--- src/design/rtip_pkg.sv ---
// Shared types, constants and helpers for the radix text-to-integer parser.
`default_nettype none
package rtip_pkg;

	localparam int MAX_LEN_DEF = 255;

	localparam int CHAR_W   = 8;
	localparam int RADIX_W  = 6;
	localparam int VALUE_W  = 32;
	localparam int OFFSET_W = 8;
	localparam int CFG_W    = 6;
	localparam int OUT_W    = 48;

	localparam logic [RADIX_W-1:0] RADIX_RESET  = 6'd10;
	localparam logic               SIGNED_RESET = 1'b1;

	// Configuration register indexes.
	localparam logic CFG_RADIX  = 1'b0;
	localparam logic CFG_SIGNED = 1'b1;

	localparam logic [VALUE_W-1:0] SIGNED_MAX   = 32'h7FFF_FFFF;
	localparam logic [VALUE_W-1:0] SIGNED_MIN   = 32'h8000_0000;
	localparam logic [VALUE_W-1:0] UNSIGNED_MAX = 32'hFFFF_FFFF;
	localparam logic [CHAR_W-1:0]  NO_DIGIT     = 8'd255;

	typedef enum logic [2:0] {
		PH_SKIP,
		PH_SIGNED,
		PH_ZERO,
		PH_DIGITS,
		PH_DONE
	} phase_t;

	typedef struct packed {
		phase_t               phase;
		logic [VALUE_W-1:0]   acc;
		logic                 neg;
		logic                 ovf;
		logic                 dig;
		logic [RADIX_W-1:0]   base;
		logic [OFFSET_W-1:0]  stop;
	} state_t;

	typedef struct packed {
		logic [VALUE_W-1:0]  value;
		logic [OFFSET_W-1:0] offset;
		logic                ovf;
		logic                found;
	} result_t;

	localparam state_t STATE_CLEAR = '{
		phase: PH_SKIP,
		acc:   '0,
		neg:   1'b0,
		ovf:   1'b0,
		dig:   1'b0,
		base:  '0,
		stop:  '0
	};

	// Value of a digit or letter, or NO_DIGIT for any other character.
	function automatic logic [CHAR_W-1:0] digit_value(input logic [CHAR_W-1:0] c);
		logic [CHAR_W-1:0] d;
		d = NO_DIGIT;
		if (c >= "0" && c <= "9") begin
			d = c - 8'd48;
		end else if (c >= "A" && c <= "Z") begin
			d = c - 8'd55;
		end else if (c >= "a" && c <= "z") begin
			d = c - 8'd87;
		end
		return d;
	endfunction

endpackage
`default_nettype wire

--- src/design/rtip_step.sv ---
// Next-state and result logic for one character of the parser.
`default_nettype none
module rtip_step #(
	parameter int MAX_LEN = rtip_pkg::MAX_LEN_DEF,
	parameter int POS_W   = $clog2(MAX_LEN + 1)
) (
	input  wire rtip_pkg::state_t             cur,
	input  wire logic [POS_W-1:0]             pos,
	input  wire logic [rtip_pkg::CHAR_W-1:0]  char_code,
	input  wire logic                         string_end,
	input  wire logic [rtip_pkg::RADIX_W-1:0] radix_select,
	input  wire logic                         signed_mode,
	output rtip_pkg::state_t                  nxt,
	output logic [POS_W-1:0]                  nxt_pos,
	output rtip_pkg::result_t                 res
);

	rtip_pkg::state_t               st;
	logic [rtip_pkg::RADIX_W-1:0]   b;
	logic [rtip_pkg::RADIX_W-1:0]   take_base;
	logic                           do_take;
	logic                           is_space;
	logic                           zero_start;
	logic [rtip_pkg::CHAR_W-1:0]    d;
	logic [38:0]                    next_val;
	logic [38:0]                    limit;
	logic [16:0]                    p_inc;
	logic [rtip_pkg::OFFSET_W-1:0]  off_next;

	always_comb begin
		p_inc    = 17'(pos) + 17'd1;
		off_next = (p_inc > 17'd255) ? 8'd255 : p_inc[7:0];
		is_space = (char_code == " ") || (char_code >= 8'd9 && char_code <= 8'd13);
		d        = rtip_pkg::digit_value(char_code);

		st         = cur;
		do_take    = 1'b0;
		zero_start = 1'b0;
		take_base  = cur.base;
		b          = cur.base;

		unique case (cur.phase)
			rtip_pkg::PH_SKIP, rtip_pkg::PH_SIGNED: begin
				if (cur.phase == rtip_pkg::PH_SKIP) begin
					b = radix_select;
				end
				if (cur.phase == rtip_pkg::PH_SKIP && is_space) begin
					st = cur;
				end else if (cur.phase == rtip_pkg::PH_SKIP && char_code == "-") begin
					st.base  = b;
					st.neg   = 1'b1;
					st.phase = rtip_pkg::PH_SIGNED;
				end else if (cur.phase == rtip_pkg::PH_SKIP && char_code == "+") begin
					st.base  = b;
					st.phase = rtip_pkg::PH_SIGNED;
				end else begin
					zero_start = (char_code == "0") &&
						(b == 6'd0 || b == 6'd16 || b == 6'd2);
					if (zero_start) begin
						st.base  = b;
						st.phase = rtip_pkg::PH_ZERO;
						st.dig   = 1'b1;
						st.stop  = off_next;
					end else begin
						take_base = (b == 6'd0) ? 6'd10 : b;
						st.base   = take_base;
						st.phase  = rtip_pkg::PH_DIGITS;
						do_take   = 1'b1;
					end
				end
			end
			rtip_pkg::PH_ZERO: begin
				if ((char_code == "x" || char_code == "X") &&
						(cur.base == 6'd0 || cur.base == 6'd16)) begin
					st.base  = 6'd16;
					st.dig   = 1'b0;
					st.stop  = '0;
					st.phase = rtip_pkg::PH_DIGITS;
				end else if ((char_code == "b" || char_code == "B") &&
						(cur.base == 6'd0 || cur.base == 6'd2)) begin
					st.base  = 6'd2;
					st.dig   = 1'b0;
					st.stop  = '0;
					st.phase = rtip_pkg::PH_DIGITS;
				end else begin
					take_base = (cur.base == 6'd0) ? 6'd8 : cur.base;
					st.base   = take_base;
					st.phase  = rtip_pkg::PH_DIGITS;
					do_take   = 1'b1;
				end
			end
			rtip_pkg::PH_DIGITS: begin
				do_take = 1'b1;
			end
			default: begin
				st = cur;
			end
		endcase

		// One multiply-add serves every path that consumes a digit.
		next_val = {7'd0, cur.acc} * {33'd0, take_base} + {31'd0, d};
		if (signed_mode) begin
			limit = cur.neg ? {7'd0, rtip_pkg::SIGNED_MIN} : {7'd0, rtip_pkg::SIGNED_MAX};
		end else begin
			limit = {7'd0, rtip_pkg::UNSIGNED_MAX};
		end

		if (do_take) begin
			if (d >= {2'd0, take_base}) begin
				st.phase = rtip_pkg::PH_DONE;
			end else begin
				if (cur.ovf || next_val > limit) begin
					st.ovf = 1'b1;
				end else begin
					st.acc = next_val[31:0];
				end
				st.dig  = 1'b1;
				st.stop = off_next;
			end
		end

		if (st.ovf) begin
			if (signed_mode) begin
				res.value = st.neg ? rtip_pkg::SIGNED_MIN : rtip_pkg::SIGNED_MAX;
			end else begin
				res.value = rtip_pkg::UNSIGNED_MAX;
			end
		end else begin
			res.value = st.neg ? (~st.acc + 32'd1) : st.acc;
		end
		res.offset = st.dig ? st.stop : '0;
		res.ovf    = st.ovf;
		res.found  = st.dig;

		if (string_end) begin
			nxt     = rtip_pkg::STATE_CLEAR;
			nxt_pos = '0;
		end else begin
			nxt     = st;
			nxt_pos = (pos < POS_W'(MAX_LEN)) ? pos + POS_W'(1) : pos;
		end
	end

endmodule
`default_nettype wire

--- src/design/radix_text_to_integer_parser.sv ---
// Top level of the radix text-to-integer parser: input stage, parse state and result register.
// Output: the final character passes the input register and then the result register.
// Throughput: one character per cycle, set by the combinational multiply-add on the
// parse state; the input register stalls only when a final character meets a full
// result register.
// Reset: arst_n clears the handshake and parse state, base 10 and signed mode.
`default_nettype none
module radix_text_to_integer_parser #(
	parameter int MAX_LEN = rtip_pkg::MAX_LEN_DEF
) (
	input  wire logic                         clk,
	input  wire logic                         arst_n,
	input  wire logic                         s_axis_tvalid,
	output logic                              s_axis_tready,
	input  wire logic [7:0]                   s_axis_tdata,  // char_code[7:0]
	input  wire logic                         s_axis_tlast,  // string_end
	output logic                              m_axis_tvalid,
	input  wire logic                         m_axis_tready,
	// value_bits[31:0], end_offset[39:32], overflowed[40], found_digits[41], zero[47:42]
	output logic [rtip_pkg::OUT_W-1:0]        m_axis_tdata,
	input  wire logic                         cfg_we,
	input  wire logic                         cfg_index,
	input  wire logic [rtip_pkg::CFG_W-1:0]   cfg_wdata
);

	localparam int POS_W = $clog2(MAX_LEN + 1);

	logic                          valid_s1;
	logic [rtip_pkg::CHAR_W-1:0]   char_s1;
	logic                          last_s1;
	logic                          advance;
	logic [rtip_pkg::RADIX_W-1:0]  radix_q;
	logic                          signed_q;
	rtip_pkg::state_t              state_q;
	rtip_pkg::state_t              state_nxt;
	logic [POS_W-1:0]              pos_q;
	logic [POS_W-1:0]              pos_nxt;
	rtip_pkg::result_t             res;
	logic                          m_valid_q;
	logic [rtip_pkg::OUT_W-1:0]    m_data_q;

	assign advance       = valid_s1 && (!last_s1 || !m_valid_q || m_axis_tready);
	assign s_axis_tready = !valid_s1 || advance;
	assign m_axis_tvalid = m_valid_q;
	assign m_axis_tdata  = m_data_q;

	rtip_step #(
		.MAX_LEN(MAX_LEN),
		.POS_W  (POS_W)
	) u_step (
		.cur         (state_q),
		.pos         (pos_q),
		.char_code   (char_s1),
		.string_end  (last_s1),
		.radix_select(radix_q),
		.signed_mode (signed_q),
		.nxt         (state_nxt),
		.nxt_pos     (pos_nxt),
		.res         (res)
	);

	always_ff @(posedge clk or negedge arst_n) begin
		if (!arst_n) begin
			radix_q  <= rtip_pkg::RADIX_RESET;
			signed_q <= rtip_pkg::SIGNED_RESET;
		end else if (cfg_we) begin
			unique case (cfg_index)
				rtip_pkg::CFG_RADIX:  radix_q  <= cfg_wdata;
				rtip_pkg::CFG_SIGNED: signed_q <= cfg_wdata[0];
			endcase
		end
	end

	always_ff @(posedge clk or negedge arst_n) begin
		if (!arst_n) begin
			valid_s1 <= 1'b0;
		end else if (s_axis_tready) begin
			valid_s1 <= s_axis_tvalid;
		end
	end

	always_ff @(posedge clk) begin
		if (s_axis_tready && s_axis_tvalid) begin
			char_s1 <= s_axis_tdata;
			last_s1 <= s_axis_tlast;
		end
	end

	always_ff @(posedge clk or negedge arst_n) begin
		if (!arst_n) begin
			state_q <= rtip_pkg::STATE_CLEAR;
			pos_q   <= '0;
		end else if (advance) begin
			state_q <= state_nxt;
			pos_q   <= pos_nxt;
		end
	end

	always_ff @(posedge clk or negedge arst_n) begin
		if (!arst_n) begin
			m_valid_q <= 1'b0;
		end else if (advance && last_s1) begin
			m_valid_q <= 1'b1;
		end else if (m_axis_tready) begin
			m_valid_q <= 1'b0;
		end
	end

	always_ff @(posedge clk) begin
		if (advance && last_s1) begin
			m_data_q <= {6'd0, res.found, res.ovf, res.offset, res.value};
		end
	end

	a_offset_needs_digits: assert property (@(posedge clk) disable iff (!arst_n)
		m_axis_tvalid && !m_axis_tdata[41] |-> m_axis_tdata[39:32] == 8'd0)
		else $error("end offset without digits");

	a_ovf_needs_digits: assert property (@(posedge clk) disable iff (!arst_n)
		m_axis_tvalid && m_axis_tdata[40] |-> m_axis_tdata[41])
		else $error("overflow without digits");

	a_last_held: assert property (@(posedge clk) disable iff (!arst_n)
		valid_s1 && last_s1 && m_valid_q && !m_axis_tready |=> valid_s1 && last_s1)
		else $error("final character lost while result stalled");

	a_restart: assert property (@(posedge clk) disable iff (!arst_n)
		advance && last_s1 |=> state_q.phase == rtip_pkg::PH_SKIP && pos_q == '0)
		else $error("parse state not cleared after final character");

endmodule
`default_nettype wire
--- config.mk ---
export PLATFORM = sky130hd
export DESIGN_NAME = radix_text_to_integer_parser
export DESIGN_NICKNAME = d
export VERILOG_FILES = /design/src/design/rtip_pkg.sv /design/src/design/rtip_step.sv /design/src/design/radix_text_to_integer_parser.sv
export SDC_FILE = /design/constraint.sdc
export NUM_CORES = 1
export LEC_CHECK = 0
export BUFFER_PORTS_ARGS = -buffer_cell sky130_fd_sc_hd__buf_2
export CORE_MARGIN = 1
export CORE_UTILIZATION = 45
export CTS_CLUSTER_SIZE = 40
export DETAILED_ROUTE_END_ITERATION = 10
export REMOVE_ABC_BUFFERS = 1
export SYNTH_ARGS = -nofsm -noshare
export SYNTH_HDL_FRONTEND = slang
export SYNTH_SLANG_ARGS = --single-unit
--- constraint.sdc ---
create_clock -name clk -period 15.1 [get_ports clk]
set_input_delay 2.265 -clock clk [delete_from_list [all_inputs] [get_ports clk]]
set_output_delay 2.265 -clock clk [all_outputs]
set_load 0.05 [all_outputs]
After elaboration in Yosys (flattened, before gate mapping)
Cells that the tools add are included.
{"block": "totals", "inputBits": 21, "reg_bits": 120, "out_inout_bits": 50, "wordCells": 157}
{"block": "op_classes", "n_lt_le_gt_ge": 12, "addsub": 7, "n_bitwise": 2, "eq_ne": 16, "mul": 1, "n_mux": 65, "reduce_logical": 38}
{"op": "$mux W32", "count": 7}
{"op": "$mux W8", "count": 12}
{"op": "$mux W6", "count": 14}
{"op": "$mux W52", "count": 1}
{"op": "$add A38 B8 Y39", "count": 1}
{"op": "$gt A39 B39 Y1", "count": 1}
{"op": "$mux W39", "count": 1}
{"op": "$mul A32 B6 Y38", "count": 1}
{"op": "$mux W35", "count": 1}
{"op": "$add A32 B1 Y32 const B", "count": 1}
{"op": "$eq A8 B6 Y1 const B", "count": 4}
{"op": "$eq A8 B7 Y1 const B", "count": 4}
{"op": "$not A32 Y32", "count": 1}
{"op": "$mux W15", "count": 2}
{"op": "$pmux W15 S2", "count": 1}
{"op": "$gt A17 B8 Y1 const B", "count": 1}
{"op": "$ge A8 B7 Y1 const B", "count": 2}
{"op": "$le A8 B7 Y1 const B", "count": 2}
{"op": "$mux W1", "count": 16}
{"op": "$sub A8 B6 Y8 const B", "count": 2}
{"op": "$logic_and A1 B1 Y1", "count": 13}
{"op": "$eq A6 B2 Y1 const B", "count": 2}
{"op": "$eq A6 B5 Y1 const B", "count": 2}
{"op": "$logic_not A6 Y1", "count": 2}
{"op": "26 further kinds", "count": 47}

Longest topological paths before layout
{"block": "depth", "word_depth": 23, "ltp_mapped": 51, "mapped_depth_nobuf": 47}

Hierarchy
From an unflattened synthesis, not the netlist that was laid out.
{"block": "unflattened", "cells_unflattened": 2001, "area_unflattened_um2": 17684.5}
{"module": "rtip_step", "n_inst": 1, "area_per_inst_um2": 11757.5, "cells_per_inst": 1575}
{"module": "radix_text_to_integer_parser", "n_inst": 1, "area_per_inst_um2": 5926.9, "cells_per_inst": 426}

Worst setup path after synthesis
OpenSTA, ideal clock, no wires.
{"block": "synth_timing", "kind": "register to register", "from": "register char_s1[1] in the netlist's numbering", "to": "register m_data_q (netlist bit m_axis_tdata[20]) (data pin)", "stages_incl_launch_ff": 46, "t_required_ns": 14.825, "path_slack_ns": 3.163, "arrival_time_ns": 11.661, "period_less_slack_ns": 11.937, "path_cell_list": "edfxtp_1 -> inv_1 -> ha_1 -> nand2b_1 -> a21oi_1 -> o31ai_1 -> a211o_1 -> or3_1 -> nor2_1 -> mux2_2 -> clkbuf_1 -> and2_1 -> fa_1 -> fa_1 -> fa_1 -> inv_1 -> fa_1 -> inv_1 -> (+10 left out) -> nor4_1 -> a21o_1 -> o22a_1 -> nand4_1 -> nor4b_2 -> buf_6 -> buf_6 -> buf_2 -> mux2i_1 -> ha_1 -> or3b_2 -> or3_1 -> nand2b_1 -> or2_2 -> nor4_1 -> a31oi_1 -> a211oi_1 -> nor3b_1"}
{"item": "from (decl)", "line_no": "radix_text_to_integer_parser.sv:29", "source": "logic [rtip_pkg::CHAR_W-1:0] char_s1;"}
{"item": "from (signal assigned)", "line_no": "radix_text_to_integer_parser.sv:84", "source": "char_s1 <= s_axis_tdata;"}
{"item": "to (signal assigned)", "line_no": "radix_text_to_integer_parser.sv:111", "source": "m_data_q <= {6'd0, res.found, res.ovf, res.offset, res.value};"}
{"item": "to (decl)", "line_no": "radix_text_to_integer_parser.sv:40", "source": "logic [rtip_pkg::OUT_W-1:0] m_data_q;"}

==> flow_summary.toml <==
[status]
status = "finished clean"

[final_layout]
diodes = 0
num-nets-final = 2098
final_core_util = 0.494
drive_above_1_share = 0.0858
seq_area_um2 = 3260
num-fill-cells = 3305
syn2layout_area_growth_pct = 7.66
multiInputGateArea_um2 = 11300

[grt]
grt_use_total = 0.272
antenna_found_initial = 0
grt_pass1_wl_um = 75100
grt_pass1_vias = 13500
grt_max_degree = 70
grt_overflow_total = 0

[run]
cap_viol_max_count = 0

[sta]
clock_skew_ns = 0.0228
max_slew.worst_pin.slew_ns = 1.11
rsz0062_at_grt = "no"
max_freq_mhz = 73.7
slew_violations = 0
finalHoldViolations = 0
fin_setup_tns_ns = 0
setup_viol = 0
finalCritPeriodShare = 0.899
max_slew_margin = 0.263
post-route-min-period_ns = 13.57

[detailed_routing]
vias = 13500
drtPass1Iterations = 6
drtIter0Drc = 1166
antenna_left = 0
drc_errors = 0
routedWlPerCell_um = 20.6
drt_wl_total_um = 46900
routed_via_density = 5.94

[setup_path]
crit_required_ns = 15.37
cp.arrival_ns = 13.84
cpMaxStageDelayCell = "o22a_1"
critPathBufInv = 4
critPathMaxFanout = 32
crit_path_max_incr_delay_ns = 0.89
cpLargestDelayFamily = "simple AND/OR/NAND/NOR gates"
critPathKind = "flop to flop"
cp-end-kind = "flop"
worst_setup_path_start_kind = "flop"

[logic_synthesis]
ys_seq_area_frac = 0.211
syn_area_per_cell_um2 = 8.53
synth.most_common_cell = "nand2_1"
synth_edf_count = 51
synth_common_cells = "nand2_1 (255), inv_1 (140), ha_1 (135)"
async_reset_ff_frac = 0.575
synth.area.top_cells = "fa_1 (16%), ha_1 (11%), dfrtp_1 (11%)"
synth_area_um2 = 15500
synthFlopType = "dfrtp_1"
yosysTopAreaCell = "fa_1"
synth_seq_cells = 120
yosysTopAreaCellShare = 0.163
ys_types = 88
synth_cells = 1813
synth_warnings = 0

[cts]
h-tree-depth = 4
clkSinkCount = 120
clock_path_buffers = 2
post_cts_buffers = 0
root_buffer = "clkbuf_16"
ctsHoldBuffers = 0
clkTransAtPathRegs_ns = 0.07
cts_buffers = 17
cts_resized = 0
cts_tree = "done"
clock_latency_ns = 0.44

[floorplanning]
design.core.area_um2 = 33700
die_h_um = 187
start_util = 0.459
die_w_um = 187
ios = 71
rows = 67
fp.dieArea_um2 = 35100

[place]
gp_congestion = 0.924
port_buffers = 64
hpwl_um = 36500

[power]
sw_frac_of_total = 0.463
switching_power_mw = 0.697
internal_power_mw = 0.807
power_density_nw_per_um2 = 90.3
power_frac_comb = 0.454
clkPwrFrac = 0.273
power_frac_seq = 0.273
leakagePower_nw = 7.94
ir_drop_uv = 80.0

[worst_hold_path]
min-delay-path-class = "flop to flop"
==> layout make-up <==
type,count,area share
Clock inverter,15,0.00924
Inverter,140,0.0316
Clock buffer,17,0.0255
Tap cell,448,0.0337
Sequential cell,120,0.196
Multi-Input combinational cell,1456,0.677
Timing Repair Buffer,81,0.0269
==> sequential cells by signal (all words and copies together), names as in the netlist <==
signal,cells
m_axis_tvalid,1
valid_s1,1
radix_q,6
pos_q,8
last_s1,1
char_s1,8
state_q,52
m_axis_tdata,42
signed_q,1
==> routing by layer <==
layer  track usage  wire (um)  vias to the layer above
li1              -          -                     6336
met1         0.352      19900                     6621
met2         0.452      22700                      468
met3        0.0373       2170                       97
met4         0.124       2100                        0
met5             0          0                        -
==> metrics by stage <==
stage / instance area [um2] / total power [mW] / std cells / setup WS, ns / hold WS, ns
finish: 16700 / 1.50 / 2277 / 1.53 / 0.485
global route: 16700 / 1.60 / 2277 / 0.652 / 0.506
CTS: 16700 / 1.50 / 2277 / 1.68 / 0.485
detailed placement: 16100 / 1.09 / 2245 / 1.70 / 0.471
global placement: 16100 / 1.08 / 2245 / 2.10 / 0.463
floorplan: 15000 / 0.869 / 1716 / 1.27 / 0.449
==> placed cells by master, fill, tap and decap left out, types with 7 or more instances in the layout <==
master,instances
nand2_1,255
inv_1,139
ha_1,135
fa_1,126
nor2_1,109
and2_1,100
a21oi_1,99
o21ai_0,94
dfrtp_1,66
buf_2,64
edfxtp_1,51
mux2i_1,38
nand3_1,35
nor3_1,33
xnor2_1,28
nand2b_1,23
nand4_1,22
o211ai_1,21
nor4_1,20
and3_1,20
a21o_1,18
xor2_1,18
clkbuf_16,17
buf_4,17
a31oi_1,16
a211oi_1,15
mux2_2,14
o21a_1,14
o31ai_1,13
nor2b_1,13
or3_1,11
a22o_1,11
or4_1,9
a311oi_1,8
or2_2,7
o22ai_1,7
==> worst register-to-register path, delay by kind of cell, from the launching register on <==
family | cells | cell delay [ns]
buffers and inverters | 4 | 0.30
multiplexers | 1 | 0.39
adder cells (fa/ha/maj) | 8 | 3.39
flip-flops | 1 | 0.48
AO/OA/AOI/OAI | 13 | 3.62
AND/OR/NAND/NOR | 17 | 5.21
==> logic make-up (layout without fill, tap and decap cells) <==
| family | Yosys count | in the layout | synth area share |
|---|---|---|---|
| compound gates | 392 | 392 | 0.166 |
| other cells | 1 | 6 | 0.000242 |
| buf+inv | 242 | 253 | 0.0635 |
| mux | 54 | 54 | 0.0362 |
| xor+xnor | 46 | 46 | 0.0260 |
| simple gates | 697 | 697 | 0.225 |
| flops | 120 | 120 | 0.211 |
| fa+ha+maj | 261 | 261 | 0.272 |
==> power by group through the flow <==
stage                     Sequential [mW]  Clock [mW]  Combinational (mW)
after detailed placement            0.415           0               0.676
after global placement              0.415           0               0.668
after CTS                           0.409       0.415               0.679
after global routing                0.414       0.430               0.754
after floorplan                     0.420           0               0.449
final                               0.410       0.411               0.683
==> worst paths after layout <==
path,startpoint,end,slack (ns),depth (start not counted)
min in group asynchronous,arst_n,state_q[9],2.04,2
max,char_s1[1],m_axis_tdata[24],1.53,43
max in group asynchronous,arst_n,state_q[46],12.41,2
max reg2reg,char_s1[1],m_axis_tdata[24],1.53,43
min,state_q[7],state_q[7],0.49,2
min reg2reg,state_q[7],state_q[7],0.49,2
No activity file was read; power rests on OpenSTA's default activity.
